File: src/rtl/pct_pkg.sv
`timescale 1ns / 1ps
// ----------------------------------------------------------------------------
// pct_pkg
// Shared widths, codes and defaults for the perceptron classify/train unit.
// ----------------------------------------------------------------------------
package pct_pkg;

  localparam int FEATURES_DEF   = 8;   // default weight vector depth
  localparam int INPUT_FEATURES = 8;   // feature fields carried per request
  localparam int WEIGHT_W       = 32;
  localparam int FEAT_W         = 16;
  localparam int LABEL_W        = 2;
  localparam int PRED_W         = 2;
  localparam int PROD_W         = WEIGHT_W + FEAT_W;
  localparam int ACTIVE_W       = 4;

  localparam int IN_DATA_W      = ((INPUT_FEATURES * FEAT_W + LABEL_W + 7) / 8) * 8;
  localparam int LABEL_LSB      = INPUT_FEATURES * FEAT_W;
  localparam int OUT_DATA_W     = 8;

  localparam logic [ACTIVE_W-1:0] ACTIVE_RST = 4'd8;

  // prediction codes
  localparam logic [PRED_W-1:0] PRED_POS  = 2'b01;
  localparam logic [PRED_W-1:0] PRED_NEG  = 2'b11;
  localparam logic [PRED_W-1:0] PRED_ZERO = 2'b00;

endpackage

File: src/rtl/pct_mac.sv
`timescale 1ns / 1ps
// ----------------------------------------------------------------------------
// pct_mac
// Shared multiply-accumulate unit: one weight times one feature per cycle,
// product registered, then added into a wide exact accumulator.
// ----------------------------------------------------------------------------
module pct_mac #(
  parameter int ACC_W = pct_pkg::PROD_W + 4
) (
  input  logic                                clk,
  input  logic                                rst_n,
  input  logic                                clr,
  input  logic                                en,
  input  logic signed [pct_pkg::WEIGHT_W-1:0] wgt,
  input  logic signed [pct_pkg::FEAT_W-1:0]   feat,
  output logic signed [ACC_W-1:0]             acc
);

  logic signed [pct_pkg::PROD_W-1:0] prod_r;
  logic                              vld_r;
  logic signed [ACC_W-1:0]           acc_r;
  logic signed [ACC_W-1:0]           prod_ext;

  assign prod_ext = {{(ACC_W - pct_pkg::PROD_W){prod_r[pct_pkg::PROD_W-1]}}, prod_r};

  always_ff @(posedge clk) begin
    prod_r <= wgt * feat;
  end

  always_ff @(posedge clk) begin
    if (!rst_n) begin
      vld_r <= 1'b0;
      acc_r <= '0;
    end else begin
      vld_r <= en;
      if (clr) begin
        acc_r <= '0;
      end else if (vld_r) begin
        acc_r <= acc_r + prod_ext;
      end
    end
  end

  assign acc = acc_r;

endmodule

File: src/rtl/pct_upd.sv
`timescale 1ns / 1ps
// ----------------------------------------------------------------------------
// pct_upd
// Weight update step: adds label times feature to one weight and saturates
// the sum to the signed 32-bit range.
// ----------------------------------------------------------------------------
module pct_upd (
  input  logic signed [pct_pkg::WEIGHT_W-1:0] wgt,
  input  logic signed [pct_pkg::FEAT_W-1:0]   feat,
  input  logic signed [pct_pkg::LABEL_W-1:0]  label,
  output logic signed [pct_pkg::WEIGHT_W-1:0] wgt_new
);

  localparam int LF_W  = pct_pkg::FEAT_W + pct_pkg::LABEL_W;
  localparam int SUM_W = pct_pkg::WEIGHT_W + 1;

  logic signed [LF_W-1:0]  lf;
  logic signed [SUM_W-1:0] sum;

  assign lf  = label * feat;
  assign sum = {wgt[pct_pkg::WEIGHT_W-1], wgt}
             + {{(SUM_W - LF_W){lf[LF_W-1]}}, lf};

  always_comb begin
    if (sum[SUM_W-1] != sum[SUM_W-2]) begin
      // overflow: clamp toward the sign of the true sum
      wgt_new = sum[SUM_W-1] ? {1'b1, {(pct_pkg::WEIGHT_W-1){1'b0}}}
                             : {1'b0, {(pct_pkg::WEIGHT_W-1){1'b1}}};
    end else begin
      wgt_new = sum[pct_pkg::WEIGHT_W-1:0];
    end
  end

endmodule

File: src/rtl/perceptron_classify_train_unit.sv
`timescale 1ns / 1ps
// ----------------------------------------------------------------------------
// perceptron_classify_train_unit
// Online perceptron: classifies feature vectors and trains its weights.
// ----------------------------------------------------------------------------
// Usage: a request enters on in_* (features and label in in_tdata, mode in
// in_tuser) and gives exactly one result on out_* (prediction and change flag).
// n is the active count: cfg active_dims limited to FEATURES and to eight.
// The dot product runs on one shared multiply-accumulate unit, one weight per
// cycle. After acceptance the unit steps through MAC over the n weights,
// DRAIN and SIGN, then UPD (one update step per weight) when training
// updates the weights, and last OUT, where out_tvalid is high. At n = 0
// only SIGN and OUT run. in_tready is high only in idle; one request is in
// flight at a time and the next can be accepted the cycle after the result
// is taken.
// The result is held in an output register while out_tready is low; the unit
// waits and accepts no request until it is taken.
// Reset (rst_n low, synchronous) clears all weights to zero and sets
// active_dims to eight. cfg_we writes active_dims; write it only when idle.
// ----------------------------------------------------------------------------
module perceptron_classify_train_unit #(
  parameter int FEATURES = pct_pkg::FEATURES_DEF
) (
  input  logic                               clk,
  input  logic                               rst_n,
  input  logic                               in_tvalid,
  output logic                               in_tready,
  // feature_0 .. feature_7 (16 bits each), label (2), zero pad
  input  logic [pct_pkg::IN_DATA_W-1:0]      in_tdata,
  // mode
  input  logic                               in_tuser,
  output logic                               out_tvalid,
  input  logic                               out_tready,
  // prediction (2), weights_changed (1), zero pad
  output logic [pct_pkg::OUT_DATA_W-1:0]     out_tdata,
  input  logic                               cfg_we,
  input  logic [pct_pkg::ACTIVE_W-1:0]       cfg_wdata
);

  localparam int NDIM   = (FEATURES < pct_pkg::INPUT_FEATURES) ? FEATURES
                                                              : pct_pkg::INPUT_FEATURES;
  localparam int IDX_W  = (FEATURES > 1) ? $clog2(FEATURES) : 1;
  localparam int ACC_W  = pct_pkg::PROD_W + $clog2(FEATURES) + 1;
  localparam int WW     = pct_pkg::WEIGHT_W;
  localparam int FW     = pct_pkg::FEAT_W;
  localparam int AW     = pct_pkg::ACTIVE_W;

  localparam logic [2:0] S_IDLE  = 3'd0;
  localparam logic [2:0] S_MAC   = 3'd1;
  localparam logic [2:0] S_DRAIN = 3'd2;
  localparam logic [2:0] S_SIGN  = 3'd3;
  localparam logic [2:0] S_UPD   = 3'd4;
  localparam logic [2:0] S_OUT   = 3'd5;

  logic [2:0]                         state_r, state_nxt;
  logic [IDX_W-1:0]                   cnt_r, cnt_nxt;
  logic [AW-1:0]                      active_dims_r;
  logic [AW-1:0]                      n_r;
  logic [AW-1:0]                      n_lim;
  logic                               mode_r;
  logic signed [pct_pkg::LABEL_W-1:0] label_r;
  logic [pct_pkg::PRED_W-1:0]         pred_r, pred_nxt;
  logic                               chg_r, chg_nxt;
  logic signed [WW-1:0]               weights_r [FEATURES];
  logic signed [FW-1:0]               feat_r [FEATURES];
  logic signed [ACC_W-1:0]            acc;
  logic signed [WW-1:0]               wgt_new;
  logic                               accept;
  logic                               last;
  logic                               mac_en;
  logic                               upd_en;
  logic [pct_pkg::PRED_W-1:0]         pred_sign;

  assign accept    = in_tvalid && in_tready;
  assign in_tready = (state_r == S_IDLE);
  assign last      = (AW'(cnt_r) == (n_r - AW'(1)));
  assign mac_en    = (state_r == S_MAC);
  assign upd_en    = (state_r == S_UPD);
  assign n_lim     = (active_dims_r > AW'(NDIM)) ? AW'(NDIM) : active_dims_r;

  always_ff @(posedge clk) begin
    if (!rst_n) begin
      active_dims_r <= pct_pkg::ACTIVE_RST;
    end else if (cfg_we) begin
      active_dims_r <= cfg_wdata;
    end
  end

  // request capture
  always_ff @(posedge clk) begin
    if (accept) begin
      mode_r  <= in_tuser;
      label_r <= in_tdata[pct_pkg::LABEL_LSB +: pct_pkg::LABEL_W];
      n_r     <= n_lim;
    end
  end

  for (genvar g = 0; g < FEATURES; g++) begin : g_feat
    if (g < pct_pkg::INPUT_FEATURES) begin : g_load
      always_ff @(posedge clk) begin
        if (accept) begin
          feat_r[g] <= in_tdata[g*FW +: FW];
        end
      end
    end else begin : g_zero
      always_ff @(posedge clk) begin
        feat_r[g] <= '0;
      end
    end
  end

  pct_mac #(
    .ACC_W (ACC_W)
  ) u_mac (
    .clk   (clk),
    .rst_n (rst_n),
    .clr   (accept),
    .en    (mac_en),
    .wgt   (weights_r[cnt_r]),
    .feat  (feat_r[cnt_r]),
    .acc   (acc)
  );

  pct_upd u_upd (
    .wgt     (weights_r[cnt_r]),
    .feat    (feat_r[cnt_r]),
    .label   (label_r),
    .wgt_new (wgt_new)
  );

  always_ff @(posedge clk) begin
    if (!rst_n) begin
      for (int i = 0; i < FEATURES; i++) begin
        weights_r[i] <= '0;
      end
    end else if (upd_en) begin
      weights_r[cnt_r] <= wgt_new;
    end
  end

  always_comb begin
    if (acc == '0) begin
      pred_sign = pct_pkg::PRED_ZERO;
    end else if (acc[ACC_W-1]) begin
      pred_sign = pct_pkg::PRED_NEG;
    end else begin
      pred_sign = pct_pkg::PRED_POS;
    end
  end

  always_comb begin
    state_nxt = state_r;
    cnt_nxt   = cnt_r;
    pred_nxt  = pred_r;
    chg_nxt   = chg_r;
    unique case (state_r)
      S_IDLE: begin
        cnt_nxt = '0;
        if (accept) begin
          state_nxt = (n_lim == '0) ? S_SIGN : S_MAC;
        end
      end
      S_MAC: begin
        if (last) begin
          state_nxt = S_DRAIN;
        end else begin
          cnt_nxt = cnt_r + IDX_W'(1);
        end
      end
      S_DRAIN: begin
        state_nxt = S_SIGN;
      end
      S_SIGN: begin
        pred_nxt = pred_sign;
        cnt_nxt  = '0;
        // label pattern 10 never matches any prediction code
        chg_nxt  = mode_r && (pred_sign != label_r);
        if (mode_r && (pred_sign != label_r) && (n_r != '0)) begin
          state_nxt = S_UPD;
        end else begin
          state_nxt = S_OUT;
        end
      end
      S_UPD: begin
        if (last) begin
          state_nxt = S_OUT;
        end else begin
          cnt_nxt = cnt_r + IDX_W'(1);
        end
      end
      S_OUT: begin
        if (out_tready) begin
          state_nxt = S_IDLE;
        end
      end
      default: begin
        state_nxt = S_IDLE;
      end
    endcase
  end

  always_ff @(posedge clk) begin
    if (!rst_n) begin
      state_r <= S_IDLE;
      cnt_r   <= '0;
    end else begin
      state_r <= state_nxt;
      cnt_r   <= cnt_nxt;
    end
  end

  always_ff @(posedge clk) begin
    pred_r <= pred_nxt;
    chg_r  <= chg_nxt;
  end

  assign out_tvalid = (state_r == S_OUT);
  assign out_tdata  = {{(pct_pkg::OUT_DATA_W - pct_pkg::PRED_W - 1){1'b0}}, chg_r, pred_r};

endmodule

File: config.mk
export PLATFORM = sky130hd
export DESIGN_NAME = perceptron_classify_train_unit
export DESIGN_NICKNAME = d
export VERILOG_FILES = /design/src/rtl/pct_pkg.sv /design/src/rtl/pct_mac.sv /design/src/rtl/pct_upd.sv /design/src/rtl/perceptron_classify_train_unit.sv
export SDC_FILE = /design/constraint.sdc
export NUM_CORES = 2
export LEC_CHECK = 0
export ABC_AREA = 0
export BUFFER_PORTS_ARGS = -buffer_cell sky130_fd_sc_hd__clkbuf_2
export CORE_MARGIN = 5
export CORE_UTILIZATION = 55
export DETAILED_ROUTE_END_ITERATION = 12
export PLACE_DENSITY = 0.68
export REMOVE_ABC_BUFFERS = 1
export SETUP_SLACK_MARGIN = 0.4
export SLEW_MARGIN = 20
export SYNTH_ARGS = -nofsm -noshare
export SYNTH_HDL_FRONTEND = slang
export SYNTH_SLANG_ARGS = --single-unit
File: constraint.sdc
create_clock -name clk -period 22.4 [get_ports clk]
set_input_delay 4.48 -clock clk [delete_from_list [all_inputs] [get_ports clk]]
set_output_delay 4.48 -clock clk [all_outputs]
set_load 0.1 [all_outputs]
==> impl_metrics.env <==
export IMPL_num_vias=29758
export IMPL_crit_path_frequent_cell="fa_1"
export IMPL_io_buffers=144
export IMPL_cp_data_required_time_ns=22.95
export IMPL_grt_total_usage_pct=27.2
export IMPL_cp_end_kind="register"
export IMPL_die_y_um=288
export IMPL_period_minus_slack_ns=9.51
export IMPL_crit_path_start_kind="register"
export IMPL_crit_buf_inv=6
export IMPL_clockBufferDepth=3
export IMPL_overflow=0
export IMPL_clk_pin_slew_ns=0.06
export IMPL_worstPathMaxFanout=40
export IMPL_grtUsageMet1_pct=36.3
export IMPL_synthFlopType="edfxtp_1"
export IMPL_grt_pass1_vias=30734
export IMPL_use_met3_pct=5.70
export IMPL_synth_edf_count=394
export IMPL_ff2ff_setup_slack_ns=12.89
export IMPL_dr_pass1_iters=7
export IMPL_cpMaxStageDelayCell="dfxtp_4"
export IMPL_post_cts_buffers=0
export IMPL_coreArea_um2=77100
export IMPL_seq_area_frac_synth_pct=33.2
export IMPL_io_pins=156
export IMPL_drtIter0Drc=2588
export IMPL_status="finished, final reports clean"
export IMPL_fillers=6404
export IMPL_synth_area_um2=42500
export IMPL_synth_distinct_cells=81
export IMPL_nets=4978
export IMPL_cts_resized=0
export IMPL_synthArstFlopShare_pct=0
export IMPL_timing_final_hold_violations=0
export IMPL_syn_inst=4062
export IMPL_grt_busiest_layer="met2"
export IMPL_die_w_um=288
export IMPL_clkSinkCount=508
export IMPL_multi_input_area_um2=25300
export IMPL_vias_per_cell=5.72
export IMPL_ys_ff_latch=508
export IMPL_drv_cap=0
export IMPL_maxSlewHeadroom_pct=21.9
export IMPL_gp_congestion=0.929
export IMPL_rows=102
export IMPL_initial_utilization_pct=55.2
export IMPL_fp_dieArea_um2=83000
export IMPL_grt_pass1_wl_mm=173
export IMPL_drtAntennaViolNets=0
export IMPL_finalSetupTns_ns=0
export IMPL_yosys_warnings=0
export IMPL_hold_buffers=0
export IMPL_arrival_ns=10.05
export IMPL_clock_fmax_mhz=105
export IMPL_grt_max_degree=80
export IMPL_rsz0062_at_grt="false"
export IMPL_avgSynthCellArea_um2=10.5
export IMPL_placed_area_um2=44200
export IMPL_cp_top_family="adder cells"
export IMPL_ff_latch_area_um2=14100
export IMPL_mostFrequentLayoutCells="inv_1 (645), fa_1 (503), nor2_1 (492)"
export IMPL_setup_viol=0
export IMPL_fin_skew_ns=0.0458
export IMPL_worstSetupPathType="register to register"
export IMPL_worstSkewPairLatency_ns=0.65
export IMPL_tritoncts="done"
export IMPL_slowest_delay_ns=0.79
export IMPL_slew_violations=0
export IMPL_wl_per_cell_um=21.6
export IMPL_hold_class="register to register"
export IMPL_area_delta_synth_final_pct=8.82
export IMPL_fin_crit_sh_pct=42.4
export IMPL_final_common_cell="inv_1"
export IMPL_drc_errors=0
export IMPL_cts_buffers=56
export IMPL_antenna_found_initial=1
export IMPL_clockRootBuffer="clkbuf_16"
export IMPL_postLayoutCellArea_um2=46300
export IMPL_h_tree_depth=2
export IMPL_post_dp_hpwl_mm=81.4
export IMPL_tightest_slew_ns=1.14
export IMPL_grtUsageMet2_pct=44.6
export IMPL_wirelength_mm=112
export IMPL_drive_gt1_share_pct=10.9
## Yosys cell counts (53+ instances only)
cell type  number  area, µm²
nand2_1       404       1520
dfxtp_1       114       2280
mux2i_1        53        531
xnor2_1        90        788
a21oi_1       139        696
edfxtp_1      394      11800
ha_1          216       2700
a21o_1         64        480
o21ai_0       154        771
clkbuf_1      166        623
inv_1         645       2420
nor2_1        492       1850
mux4_2         96       2160
fa_1          503      10100
## stage by stage
step	setup slack [ns]	cells	utilization, %	hold slack [ns]
6_report	12.89	5202	60.0	0.493
5_1_grt	12.48	5202	60.0	0.503
4_1_cts	12.88	5201	60.0	0.490
3_5_place_dp	12.97	5095	57.4	0.482
3_3_place_gp	12.97	5095	57.4	0.475
2_1_floorplan	10.77	3867	-	0.454
## per-layer routing
metal  share of wire, %  up-vias
met5                  0        -
met4                3.8        0
met3                8.6      238
met2                 48     1203
met1                 40    14886
li1                   -    13431
## cell type report
class | instances | share of cell area (%)
clock inverters | 43 | 1.30
well taps | 1040 | 2.81
inverters | 654 | 5.30
clock buffers | 63 | 3.15
repair buffers | 188 | 2.27
multi-input cells | 2705 | 54.6
flip-flops and latches | 508 | 30.5
diodes | 1 | 0.00541
## sequential cells by signal, indices dropped and copies added, names as in the netlist, named ones only
register and flops:
cnt_r 3, pred_r 2, u_mac.acc 52, label_r 2, state_r 3, active_dims_r 4
feat_r 128, weights_r 256, u_mac.prod_r 48, n_r 4, mode_r 1, u_mac.vld_r 1
chg_r 1
## tightest hold or removal path, stage by stage, from the launching register on
cell     delay (ns)
dfxtp_1        0.32
nand2_1        0.07
a21oi_1        0.05
## final timing paths
path	startpoint	cells after the start	to
setup / recovery	register	26	u_mac.prod_r[46]
hold / removal	u_mac.acc[42]	2	u_mac.acc[42]
hold reg to reg	u_mac.acc[42]	2	u_mac.acc[42]
setup reg to reg	register	26	u_mac.prod_r[46]
## kinds of logic after synthesis
family | Yosys count | share of synthesized area [%]
mux | 183 | 7.26
compound gates | 524 | 7.80
fa+ha+maj | 719 | 30.0
flops | 508 | 33.2
xor+xnor | 131 | 2.70
simple gates | 1143 | 11.4
other cells | 1 | 0.00882
buf+inv | 853 | 7.59
Power is not shown: default switching activity piles up to over one toggle a cycle in this logic, so the estimate is an artifact.
